[config.mk]
export PLATFORM = sky130hd
export DESIGN_NAME = nat_port_rebinding_table
export DESIGN_NICKNAME = d
export VERILOG_FILES = /design/src/sv/natprt_pkg.sv /design/src/sv/nat_port_rebinding_table.sv /design/src/sv/natprt_ctrl.sv /design/src/sv/natprt_dp.sv
export SDC_FILE = /design/constraint.sdc
export NUM_CORES = 2
export LEC_CHECK = 0
export BUFFER_PORTS_ARGS = -buffer_cell sky130_fd_sc_hd__buf_2
export CAP_MARGIN = 20
export CORE_UTILIZATION = 40
export CTS_BUF_LIST = sky130_fd_sc_hd__clkbuf_4
export DETAILED_ROUTE_END_ITERATION = 10
export HOLD_SLACK_MARGIN = 0.03
export PLACE_DENSITY = 0.54
export SLEW_MARGIN = 20
export SYNTH_ARGS = -nofsm -noshare
export SYNTH_HDL_FRONTEND = slang
export SYNTH_SLANG_ARGS = --single-unit
[constraint.sdc]
create_clock -name clk -period 11.5 [get_ports clk]
set_clock_uncertainty 0.05 [all_clocks]
set_input_delay 1.15 -clock clk [delete_from_list [all_inputs] [get_ports clk]]
set_output_delay 1.15 -clock clk [all_outputs]
set_load 0.03 [all_outputs]
[src/sv/natprt_pkg.sv]
// natprt_pkg: shared types and constants of the nat port rebinding table
// no dependencies; used by the controller, the datapath and the checker
`timescale 1ns / 1ps
package natprt_pkg;

  // result status codes
  localparam logic [2:0] ST_OUT_FWD   = 3'd0;
  localparam logic [2:0] ST_IN_FWD    = 3'd1;
  localparam logic [2:0] ST_NO_BIND   = 3'd2;
  localparam logic [2:0] ST_NO_SRC    = 3'd3;
  localparam logic [2:0] ST_FULL      = 3'd4;
  localparam logic [2:0] ST_REBIND    = 3'd5;

  // configuration register indexes
  localparam logic [1:0] CFG_CLIENT   = 2'd0;
  localparam logic [1:0] CFG_SERVER   = 2'd1;
  localparam logic [1:0] CFG_RB_ADDR  = 2'd2;
  localparam logic [1:0] CFG_SEED     = 2'd3;

  localparam logic [31:0] NAT_RESET    = 32'hC1A70064;
  localparam logic [31:0] CLIENT_RESET = 32'hC1A70064;
  localparam logic [31:0] SERVER_RESET = 32'hC1A76464;
  localparam logic [31:0] LFSR_TAPS    = 32'h80200003;
  localparam logic [31:0] HOST_MASK    = 32'hffffff00;
  localparam logic [15:0] HOST_RANGE   = 16'd254;
  localparam logic [15:0] USER_MIN     = 16'd1024;
  localparam logic [15:0] USER_MAX     = 16'd49151;
  localparam logic [15:0] SYS_RANGE    = 16'd1023;
  localparam logic [15:0] USER_RANGE   = 16'd48128;
  localparam logic [15:0] DYN_RANGE    = 16'd16384;
  localparam logic [15:0] DYN_MIN      = 16'd49152;

  // floor(2^32 / range): the estimated quotient is low by at most one
  localparam logic [31:0] HOST_RECIP   = 32'd16909320;
  localparam logic [31:0] SYS_RECIP    = 32'd4198404;
  localparam logic [31:0] USER_RECIP   = 32'd89240;
  localparam logic [31:0] DYN_RECIP    = 32'd262144;
  localparam logic [1:0]  MOD_STEPS    = 2'd3;

  typedef struct packed {
    logic latch;        // capture the input transaction
    logic xlate;        // translate and load the result register
    logic draw_addr;    // step lfsr, start host byte reduction
    logic addr_commit;  // take candidate as new nat address
    logic draw_port;    // step lfsr, start port reduction for current entry
    logic port_commit;  // write candidate as public port of current entry
    logic idx_clear;
    logic idx_inc;
    logic rebind_out;   // load rebind result
  } natprt_cmd_t;

  typedef struct packed {
    logic mod_done;
    logic addr_ok;
    logic port_ok;
    logic entry_valid;
    logic idx_last;
    logic out_free;
    logic rb_addr_en;
  } natprt_sts_t;

endpackage

[src/sv/nat_port_rebinding_table.sv]
// nat_port_rebinding_table: top level, controller plus datapath
// depends on natprt_pkg, natprt_ctrl and natprt_dp
`timescale 1ns / 1ps
// udp nat binding table for one inside client and one outside server. a packet
// transaction is captured, then compared in parallel against all ENTRIES
// bindings once the output register is free, and the next one is taken as soon
// as the result is in the output register. a rebind transaction walks the table
// one entry at a time; every random draw passes the remainder unit (reciprocal
// multiply, back-multiply, correcting subtract, done) and then a check state,
// with an extra draw for each candidate that collides. configuration is to be
// written only while no transaction is in flight, by the user; the block
// itself does not enforce this
module nat_port_rebinding_table #(
  parameter int ENTRIES = 16
) (
  input  logic        clk,
  input  logic        rst,
  // input transactions
  input  logic        in_valid,
  output logic        in_ready,
  input  logic        cmd,
  input  logic [31:0] src_addr,
  input  logic [31:0] dst_addr,
  input  logic [15:0] src_udp_port,
  input  logic [15:0] dst_udp_port,
  // result transactions
  output logic        out_valid,
  input  logic        out_ready,
  output logic [2:0]  status,
  output logic [31:0] out_src_addr,
  output logic [31:0] out_dst_addr,
  output logic [15:0] out_src_port,
  output logic [15:0] out_dst_port,
  // configuration writes
  input  logic        cfg_we,
  input  logic [1:0]  cfg_index,
  input  logic [31:0] cfg_data
);

  natprt_pkg::natprt_cmd_t ctl;
  natprt_pkg::natprt_sts_t sts;

  // state machine decides, datapath holds the table and the lfsr
  natprt_ctrl u_ctrl (
    .clk      (clk),
    .rst      (rst),
    .in_valid (in_valid),
    .in_cmd   (cmd),
    .in_ready (in_ready),
    .sts      (sts),
    .ctl      (ctl)
  );

  natprt_dp #(.ENTRIES(ENTRIES)) u_dp (
    .clk          (clk),
    .rst          (rst),
    .ctl          (ctl),
    .sts          (sts),
    .cfg_we       (cfg_we),
    .cfg_index    (cfg_index),
    .cfg_data     (cfg_data),
    .src_addr     (src_addr),
    .dst_addr     (dst_addr),
    .src_udp_port (src_udp_port),
    .dst_udp_port (dst_udp_port),
    .out_valid    (out_valid),
    .out_ready    (out_ready),
    .status       (status),
    .out_src_addr (out_src_addr),
    .out_dst_addr (out_dst_addr),
    .out_src_port (out_src_port),
    .out_dst_port (out_dst_port)
  );

endmodule

[src/sv/natprt_ctrl.sv]
// natprt_ctrl: sequencing state machine for translation and rebind walks
// depends on natprt_pkg for the command and status structs
`timescale 1ns / 1ps
module natprt_ctrl (
  input  logic                 clk,
  input  logic                 rst,
  input  logic                 in_valid,
  input  logic                 in_cmd,
  output logic                 in_ready,
  input  natprt_pkg::natprt_sts_t sts,
  output natprt_pkg::natprt_cmd_t ctl
);

  localparam logic [2:0] S_IDLE   = 3'd0;
  localparam logic [2:0] S_XLATE  = 3'd1;
  localparam logic [2:0] S_A_WAIT = 3'd2;
  localparam logic [2:0] S_A_CHK  = 3'd3;
  localparam logic [2:0] S_P_SEL  = 3'd4;
  localparam logic [2:0] S_P_WAIT = 3'd5;
  localparam logic [2:0] S_P_CHK  = 3'd6;
  localparam logic [2:0] S_DONE   = 3'd7;

  logic [2:0] state, state_next;

  assign in_ready = (state == S_IDLE);

  always_ff @(posedge clk) begin
    if (rst) begin
      state <= S_IDLE;
    end else begin
      state <= state_next;
    end
  end

  always_comb begin
    state_next = state;
    ctl        = '0;
    unique case (state)
      S_IDLE: begin
        if (in_valid) begin
          ctl.latch = 1'b1;
          if (!in_cmd) begin
            state_next = S_XLATE;
          end else if (sts.rb_addr_en) begin
            ctl.draw_addr = 1'b1;
            state_next    = S_A_WAIT;
          end else begin
            ctl.idx_clear = 1'b1;
            state_next    = S_P_SEL;
          end
        end
      end
      S_XLATE: begin
        if (sts.out_free) begin
          ctl.xlate  = 1'b1;
          state_next = S_IDLE;
        end
      end
      S_A_WAIT: begin
        if (sts.mod_done) state_next = S_A_CHK;
      end
      S_A_CHK: begin
        if (sts.addr_ok) begin
          ctl.addr_commit = 1'b1;
          ctl.idx_clear   = 1'b1;
          state_next      = S_P_SEL;
        end else begin
          ctl.draw_addr = 1'b1;
          state_next    = S_A_WAIT;
        end
      end
      S_P_SEL: begin
        if (sts.entry_valid) begin
          ctl.draw_port = 1'b1;
          state_next    = S_P_WAIT;
        end else if (sts.idx_last) begin
          state_next = S_DONE;
        end else begin
          ctl.idx_inc = 1'b1;
        end
      end
      S_P_WAIT: begin
        if (sts.mod_done) state_next = S_P_CHK;
      end
      S_P_CHK: begin
        if (sts.port_ok) begin
          ctl.port_commit = 1'b1;
          if (sts.idx_last) begin
            state_next = S_DONE;
          end else begin
            ctl.idx_inc = 1'b1;
            state_next  = S_P_SEL;
          end
        end else begin
          ctl.draw_port = 1'b1;
          state_next    = S_P_WAIT;
        end
      end
      S_DONE: begin
        if (sts.out_free) begin
          ctl.rebind_out = 1'b1;
          state_next     = S_IDLE;
        end
      end
      default: state_next = S_IDLE;
    endcase
  end

endmodule

[src/sv/natprt_dp.sv]
// natprt_dp: binding table, lfsr, remainder unit, config and result registers
// depends on natprt_pkg; driven by natprt_ctrl
`timescale 1ns / 1ps
module natprt_dp #(
  parameter int ENTRIES = 16
) (
  input  logic                 clk,
  input  logic                 rst,
  input  natprt_pkg::natprt_cmd_t ctl,
  output natprt_pkg::natprt_sts_t sts,
  input  logic                 cfg_we,
  input  logic [1:0]           cfg_index,
  input  logic [31:0]          cfg_data,
  input  logic [31:0]          src_addr,
  input  logic [31:0]          dst_addr,
  input  logic [15:0]          src_udp_port,
  input  logic [15:0]          dst_udp_port,
  output logic                 out_valid,
  input  logic                 out_ready,
  output logic [2:0]           status,
  output logic [31:0]          out_src_addr,
  output logic [31:0]          out_dst_addr,
  output logic [15:0]          out_src_port,
  output logic [15:0]          out_dst_port
);

  localparam int IW = (ENTRIES > 1) ? $clog2(ENTRIES) : 1;

  logic [31:0] client_addr, server_addr, nat_addr, lfsr;
  logic        rb_addr_en;
  logic [ENTRIES-1:0] bvalid;
  logic [15:0] inside_port [ENTRIES];
  logic [15:0] public_port [ENTRIES];
  logic [IW-1:0] idx;

  logic [31:0] l_src, l_dst;
  logic [15:0] l_sp, l_dp;

  // remainder unit: reciprocal multiply, back-multiply, one correcting subtract
  logic [31:0] mod_src, mod_recip, mod_q;
  logic [15:0] mod_rem, mod_div, mod_lo;
  logic [1:0]  mod_cnt;
  logic [16:0] mod_r;
  logic [63:0] mod_prod;
  logic [31:0] mod_back;
  logic [31:0] lfsr_step;
  logic [15:0] cand;
  logic [31:0] addr_cand;
  logic [15:0] cur_pp;

  assign lfsr_step = {1'b0, lfsr[31:1]} ^ (lfsr[0] ? natprt_pkg::LFSR_TAPS : 32'd0);
  assign mod_prod  = mod_src * mod_recip;
  assign mod_back  = mod_src - 32'(mod_q * {16'd0, mod_div});
  assign cand      = mod_lo + mod_rem;
  assign addr_cand = (nat_addr & natprt_pkg::HOST_MASK) | {24'd0, cand[7:0]};
  assign cur_pp    = public_port[idx];

  always_ff @(posedge clk) begin
    if (rst) begin
      mod_cnt <= '0;
    end else if (ctl.draw_addr || ctl.draw_port) begin
      mod_cnt <= natprt_pkg::MOD_STEPS;
    end else if (mod_cnt != 2'd0) begin
      mod_cnt <= mod_cnt - 2'd1;
    end
  end

  always_ff @(posedge clk) begin
    if (ctl.draw_addr || ctl.draw_port) begin
      mod_src <= lfsr_step;
      if (ctl.draw_addr) begin
        mod_div   <= natprt_pkg::HOST_RANGE;
        mod_recip <= natprt_pkg::HOST_RECIP;
        mod_lo    <= 16'd1;
      end else if (cur_pp < natprt_pkg::USER_MIN) begin
        mod_div   <= natprt_pkg::SYS_RANGE;
        mod_recip <= natprt_pkg::SYS_RECIP;
        mod_lo    <= 16'd1;
      end else if (cur_pp > natprt_pkg::USER_MAX) begin
        mod_div   <= natprt_pkg::DYN_RANGE;
        mod_recip <= natprt_pkg::DYN_RECIP;
        mod_lo    <= natprt_pkg::DYN_MIN;
      end else begin
        mod_div   <= natprt_pkg::USER_RANGE;
        mod_recip <= natprt_pkg::USER_RECIP;
        mod_lo    <= natprt_pkg::USER_MIN;
      end
    end else if (mod_cnt == 2'd3) begin
      // quotient estimate, exact or one short
      mod_q <= mod_prod[63:32];
    end else if (mod_cnt == 2'd2) begin
      // partial remainder below twice the range
      mod_r <= mod_back[16:0];
    end else if (mod_cnt == 2'd1) begin
      mod_rem <= (mod_r >= {1'b0, mod_div}) ? 16'(mod_r - {1'b0, mod_div}) : mod_r[15:0];
    end
  end

  // configuration and lfsr
  always_ff @(posedge clk) begin
    if (rst) begin
      client_addr <= natprt_pkg::CLIENT_RESET;
      server_addr <= natprt_pkg::SERVER_RESET;
      rb_addr_en  <= 1'b0;
      lfsr        <= 32'd1;
    end else if (cfg_we) begin
      unique case (cfg_index)
        natprt_pkg::CFG_CLIENT:  client_addr <= cfg_data;
        natprt_pkg::CFG_SERVER:  server_addr <= cfg_data;
        natprt_pkg::CFG_RB_ADDR: rb_addr_en  <= cfg_data[0];
        natprt_pkg::CFG_SEED:    lfsr <= (cfg_data == 32'd0) ? 32'd1 : cfg_data;
        default: ;
      endcase
    end else if (ctl.draw_addr || ctl.draw_port) begin
      lfsr <= lfsr_step;
    end
  end

  always_ff @(posedge clk) begin
    if (ctl.latch) begin
      l_src <= src_addr;
      l_dst <= dst_addr;
      l_sp  <= src_udp_port;
      l_dp  <= dst_udp_port;
    end
  end

  // table lookups: lowest index wins
  logic          out_hit, free_hit, in_hit;
  logic [IW-1:0] out_idx, free_idx, in_idx;
  logic          port_clash;

  always_comb begin
    out_hit = 1'b0; free_hit = 1'b0; in_hit = 1'b0;
    out_idx = '0; free_idx = '0; in_idx = '0;
    port_clash = (cand == cur_pp);
    for (int i = ENTRIES - 1; i >= 0; i--) begin
      if (bvalid[i] && inside_port[i] == l_sp) begin
        out_hit = 1'b1; out_idx = IW'(i);
      end
      if (!bvalid[i]) begin
        free_hit = 1'b1; free_idx = IW'(i);
      end
      if (bvalid[i] && public_port[i] == l_dp) begin
        in_hit = 1'b1; in_idx = IW'(i);
      end
      if (bvalid[i] && IW'(i) != idx && public_port[i] == cand) port_clash = 1'b1;
    end
  end

  logic is_client, is_server;
  assign is_client = (l_src == client_addr);
  assign is_server = (l_src == server_addr);

  always_ff @(posedge clk) begin
    if (rst) begin
      nat_addr <= natprt_pkg::NAT_RESET;
      bvalid   <= '0;
      idx      <= '0;
    end else begin
      if (ctl.addr_commit) nat_addr <= addr_cand;
      if (ctl.xlate && is_client && !out_hit && free_hit) bvalid[free_idx] <= 1'b1;
      if (ctl.idx_clear) idx <= '0;
      else if (ctl.idx_inc) idx <= idx + IW'(1);
    end
  end

  always_ff @(posedge clk) begin
    if (ctl.xlate && is_client && !out_hit && free_hit) begin
      inside_port[free_idx] <= l_sp;
      public_port[free_idx] <= l_sp;
    end else if (ctl.port_commit) begin
      public_port[idx] <= cand;
    end
  end

  // result register
  always_ff @(posedge clk) begin
    if (rst) begin
      out_valid <= 1'b0;
    end else if (ctl.xlate || ctl.rebind_out) begin
      out_valid <= 1'b1;
    end else if (out_ready) begin
      out_valid <= 1'b0;
    end
  end

  always_ff @(posedge clk) begin
    if (ctl.rebind_out) begin
      status       <= natprt_pkg::ST_REBIND;
      out_src_addr <= nat_addr;
      out_dst_addr <= '0;
      out_src_port <= '0;
      out_dst_port <= '0;
    end else if (ctl.xlate) begin
      status       <= natprt_pkg::ST_NO_SRC;
      out_src_addr <= '0;
      out_dst_addr <= '0;
      out_src_port <= '0;
      out_dst_port <= '0;
      if (is_client) begin
        if (out_hit || free_hit) begin
          status       <= natprt_pkg::ST_OUT_FWD;
          out_src_addr <= nat_addr;
          out_dst_addr <= l_dst;
          out_src_port <= out_hit ? public_port[out_idx] : l_sp;
          out_dst_port <= l_dp;
        end else begin
          status <= natprt_pkg::ST_FULL;
        end
      end else if (is_server) begin
        if (in_hit) begin
          status       <= natprt_pkg::ST_IN_FWD;
          out_src_addr <= l_src;
          out_dst_addr <= client_addr;
          out_src_port <= l_sp;
          out_dst_port <= inside_port[in_idx];
        end else begin
          status <= natprt_pkg::ST_NO_BIND;
        end
      end
    end
  end

  assign sts.mod_done    = (mod_cnt == 2'd0);
  assign sts.addr_ok     = (addr_cand != nat_addr) && (addr_cand != client_addr);
  assign sts.port_ok     = !port_clash;
  assign sts.entry_valid = bvalid[idx];
  assign sts.idx_last    = (idx == IW'(ENTRIES - 1));
  assign sts.out_free    = !out_valid || out_ready;
  assign sts.rb_addr_en  = rb_addr_en;

endmodule

==> Yosys cells after proc, flatten, opt, wreduce, memory -nomap -nowiden <==
Memories as Yosys holds them, arrays and structs flattened. A register that Yosys moved wholly into a read port is not among the register bits.
Index checks and enable logic that the tools add are counted.
{ "word_totals": {"register_bits": 511, "ram_bits": 512, "in_bits": 136, "output_inout_bits": 101, "elab_cells": 435, "memories": 2} }
{ "op_classes": {"n_addsub": 5, "mul": 2, "magnitude_cmp": 6, "eq_ne": 88, "n_mux": 201, "bitwise_logic": 6, "n_reduce_logical": 97} }
{ "memory_table": {"columns": ["memory", "words", "word_bits", "read_ports", "rd_clocked_by_memory_dff", "wr", "line", "text"], "rows": [
  ["u_dp.inside_port", 16, 16, 17, 0, 1, "natprt_dp.sv:32", "logic [15:0] inside_port [ENTRIES];"],
  ["u_dp.public_port", 16, 16, 18, 1, 1, "natprt_dp.sv:33", "logic [15:0] public_port [ENTRIES];"]
]} }
{ "op_table": {"columns": ["operator", "count"], "rows": [
  ["16-bit == test", 49],
  ["32-bit 2-to-1 mux", 15],
  ["16-bit 2-to-1 mux", 13],
  ["4-bit 2-to-1 mux", 51],
  ["1-bit 2-to-1 mux", 95],
  ["1-bit logical AND", 69],
  ["32-bit == test", 2],
  ["32-bit by 32-bit multiplier with 64-bit output", 1],
  ["32-bit != test", 2],
  ["3-bit 2-to-1 mux", 13],
  ["32-bit zero test", 1],
  ["32-bit by 16-bit multiplier with 17-bit output", 1],
  ["4-bit != test (first input constant)", 8],
  ["32-bit by 8-bit bitwise OR with 32-bit output", 1],
  ["31-bit by 32-bit bitwise XOR with 32-bit output", 1],
  ["25-bit 2-to-1 mux", 1],
  ["3-bit case mux with 7 select lines", 1],
  ["19-bit 2-to-1 mux", 1],
  ["17-bit by 16-bit greater-or-equal comparator with 1-bit output", 1],
  ["17-bit subtractor", 1],
  ["16-bit adder", 1],
  ["16-bit greater-than comparator (second input constant)", 1],
  ["16-bit by 11-bit < comparator with 1-bit output (second input constant)", 1],
  ["3-bit by 4-bit != test with 1-bit output (first input constant)", 4],
  ["35 further kinds", 71]
]} }

==> Longest topological paths before layout <==
{ "logic_depth": {"depth_word": 26, "depth_mapped": 30, "ltp_nobuf": 29} }

==> Modules after synthesis <==
Synthesis repeated with hierarchy kept, for this count alone.
{ "unflattened": {"cells_unflattened": 6681, "area_unflattened_um2": 71094.4} }
{ "modules_own_cells": {"columns": ["mod", "instances", "cells_per_inst", "area_each_um2", "seq_area_each_um2"], "rows": [
  ["natprt_dp", 1, 6630, 70710.3, 25874.8],
  ["natprt_ctrl", 1, 51, 384.1, 60.1]
]} }

==> Worst setup path after synthesis <==
Ideal clock, no wire load.
{ "synth_timing": {"path_type": "register to register", "from": "register, netlist name u_dp.mod_div[13]", "to": "register u_dp.mod_q[16] (data pin)", "setup_time_ps": 260, "arrival_time_ps": 7099, "required_time_ps": 11190, "path_slack_ps": 4091, "stages_incl_launch_ff": 27, "path_buffers": 1, "period_less_slack_ps": 7409, "path_cell_list": "edfxtp_1 clkbuf_1 and2_1 ha_1 inv_1 fa_1 inv_1 fa_1 fa_1 fa_1 inv_1 fa_1 inv_1 fa_1 fa_1 ha_1 a21o_1 a21o_1 a21oi_1 nand3_1 o31ai_1 o211ai_1 a211oi_1 o21ai_0 a21o_1 a21oi_1 xnor2_1"} }
{ "synth_rtl": {"columns": ["item", "line", "text"], "rows": [
  ["to (signal assigned)", "natprt_dp.sv:90", "mod_q <= mod_prod[63:32];"],
  ["to (decl)", "natprt_dp.sv:40", "logic [31:0] mod_src, mod_recip, mod_q;"]
]} }

==> key figures <==
Setup path
  • CP max FO: 18
  • Startpoint types: flop
  • Worst EP arrival: 10.11 ns
  • Crit end category: flop
  • Reg2reg path depth: 29
  • Most Frequent Cell on Critical Path: inv_1
  • CP max stage cell: edfxtp_1
  • Crit path kind: flop to flop
  • Crit path required time: 12.49 ns
  • Crit-path max cell delay: 0.87 ns

Yosys
  • Post-Syn Area per Cell: 11.1 um2
  • Post-synthesis register bit count: 931
  • EDFF count, synth: 729
  • Top cells by area, synth: edfxtp_1 31%, fa_1 11%, ha_1 8.0%
  • Syn nets: 7,438
  • Sequential share of the synthesized area: 0.364
  • Top-count cell post-synth: edfxtp_1
  • Cell variety after synth: 105
  • Synth warnings: 0
  • Gate Count Post-Synth: 6,441
  • Top_reg_cell synth: edfxtp_1
  • Area share of the largest cell type after synthesis: 0.307
  • Synth top cells by count: 729 x edfxtp_1, 655 x inv_1, 484 x xnor2_1
  • Asr flop ratio synth: 0
  • Post-Syn Area: 71,300 um2
  • Cell taking the most area after synthesis: edfxtp_1

Hold path
  • WHS Path Cells: 3
  • Hold WC Path Type: input pin to flop

Drt
  • Drt total wl: 285 mm
  • 1st-pass router iterations: 10
  • Final antenna-violating net count: 0
  • Drt first-iter violations: 6,235
  • DR WL/cell: 30.1 um
  • Vias/cell: 5.84
  • Vias post-DR: 55,200
  • DRC violations left: 0

Clock tree
  • Post CTS Setup Buffer Count: 0
  • Root buffer selected by CTS: clkbuf_4
  • # hold bufs at CTS: 108
  • Clock transition at path regs: 0.07 ns
  • CTS tree: built
  • Worst skew pair latency: 1.35 ns
  • Clock sinks: 931
  • Post_cts resized: 0
  • Clock Path Buffers: 4
  • Number of buffers created by CTS: 282
  • H-tree depth: 5

Die
  • I/O pin cnt: 237
  • Row count: 154
  • Initial Util: 0.404
  • Placeable Area: 176,000 um2
  • Total die area: 180,000 um2
  • Die height: 424 um
  • Die width: 424 um

Placement
  • Number of port buffers: 236
  • Placer congestion estimate: 1.03
  • DP HPWL: 214 mm
  • Placed insts: 8,843
  • Post-DP Area: 75,400 um2
  • Pre-CTS setup slack: 2.32 ns

STA
  • Actual slew at the worst max-slew pin: 1.16 ns
  • Rel. slew slack: 0.204
  • Tcrit/Tclk final: 0.793
  • Final setup vio count: 0
  • Minimum clock period: 9.12 ns
  • Final Max Tran Viols: 0
  • Final setup margin: 2.38 ns
  • Hold Vio Cnt, Final: 0
  • Unrepaired setup endpoints after global routing: false
  • Max Freq: 110 MHz
  • Setup total negative slack: 0 ns

Cells and area
  • Area Growth Syn to Fin: 12.2%
  • Post-layout nets: 7,895
  • Non-filler cells in the finished layout: 9,458
  • Layout cells sized above 1: 0.151
  • Cell area after layout: 80,000 um2

Power
  • Leak: 33.2 nW
  • PD cells: 368 nW/um2
  • Worst vdd ir: 1.59 mV

Global routing
  • Global-route wire length before repair: 402 mm
  • Largest net degree at the start of global routing: 115
  • Gr ovfl total: 0
  • GR Util All Layers: 0.312
  • Initial antenna violation count: 17
  • Vias in the first global route: 55,500

Status
  • Status: finished clean

Job
  • MaxCap Viol Count: 0
cell families after synthesis:
| family | after synthesis | synth area share |
|---|---|---|
| buf+inv | 976 | 0.0547 |
| xor+xnor | 939 | 0.122 |
| flops | 931 | 0.364 |
| compound gates | 692 | 0.0704 |
| mux | 475 | 0.0803 |
| fa+ha+maj | 861 | 0.194 |
| simple gates | 1567 | 0.115 |
worst max-delay path, delay by kind of cell (launching register included):
family / cells / cell delay [ns]
xor+xnor: 1 / 0.08
buf+inv: 7 / 0.88
simple gates: 3 / 0.76
compound gates: 9 / 2.69
fa+ha+maj: 9 / 3.54
flops: 1 / 0.87
path summary, 6_finish.rpt:
check / start / endpoint / slack (ns)
worst min register to register: u_dp.lfsr[21] / u_dp.mod_src[20] / 0.36
worst max-delay path: u_dp.mod_div[13] / u_dp.mod_q[16] / 2.38
worst max register to register: u_dp.mod_div[13] / u_dp.mod_q[16] / 2.38
worst min-delay path: cfg_data[22] / u_dp.server_addr[22] / 0.14
sequential cells by signal, indices dropped and copies added, names as in the netlist, 17 cells and up, named ones only:
| name | count |
|---|---|
| u_dp.client_addr | 32 |
| u_dp.inside_port | 256 |
| u_dp.l_dst | 32 |
| u_dp.l_src | 32 |
| u_dp.lfsr | 32 |
| u_dp.mod_q | 17 |
| u_dp.mod_r | 17 |
| u_dp.mod_src | 32 |
| u_dp.out_dst_addr | 32 |
| u_dp.out_src_addr | 32 |
| u_dp.public_port | 256 |
| u_dp.server_addr | 32 |
layout by cell type (no fill, tap or decap), types with 41 or more instances in the layout:
master,instances
mux2_2,84
buf_4,143
dlygate4sd3_1,108
a221oi_1,54
inv_1,653
nor2_1,275
or4_1,44
nand2_1,411
mux2i_1,321
dfxtp_1,200
ha_1,458
clkinv_1,56
fa_1,403
nor3_1,67
nand4_1,102
a21oi_1,157
and3_1,41
o21ai_0,82
clkbuf_4,420
nor4_1,136
edfxtp_1,729
mux4_2,69
and2_1,197
xor2_1,420
nand3_1,98
buf_2,236
xnor2_1,479
stage by stage:
stage / power (mW) / util / hold WS, ns
finish: 29.4 / 0.453 / 0.135
global route: 32.3 / 0.453 / 0.0425
CTS: 29.6 / 0.453 / 0.0322
detailed placement: 26.2 / 0.427 / 0.368
global placement: 25.8 / 0.427 / 0.370
floorplan: 20.8 / - / 0.356
final cells by class:
class / instances / area [um2]
fillers: 16700 / 96500
multi-input cells: 4534 / 41700
flip-flops and latches: 931 / 25900
repair buffers: 492 / 3420
clock buffers: 420 / 3150
well taps: 2340 / 2930
inverters: 657 / 2470
clock inverters: 67 / 317
diodes: 17 / 42.5
routing by layer:
metal | wire, um | vias up | GRT usage
li1 | - | 23700 | -
met1 | 119000 | 27800 | 0.421
met2 | 125000 | 3017 | 0.476
met3 | 25900 | 689 | 0.0691
met4 | 14800 | 8 | 0.146
met5 | 64 | - | 0
where the power goes:
part | leakage [nW] | internal, mW | switching (mW)
registers | 8.28 | 5.03 | 0.453
clock network | 2.09 | 1.71 | 1.56
logic | 22.8 | 8.88 | 11.8
total | 33.2 | 15.6 | 13.8
Power figures use the tool's default switching activity.
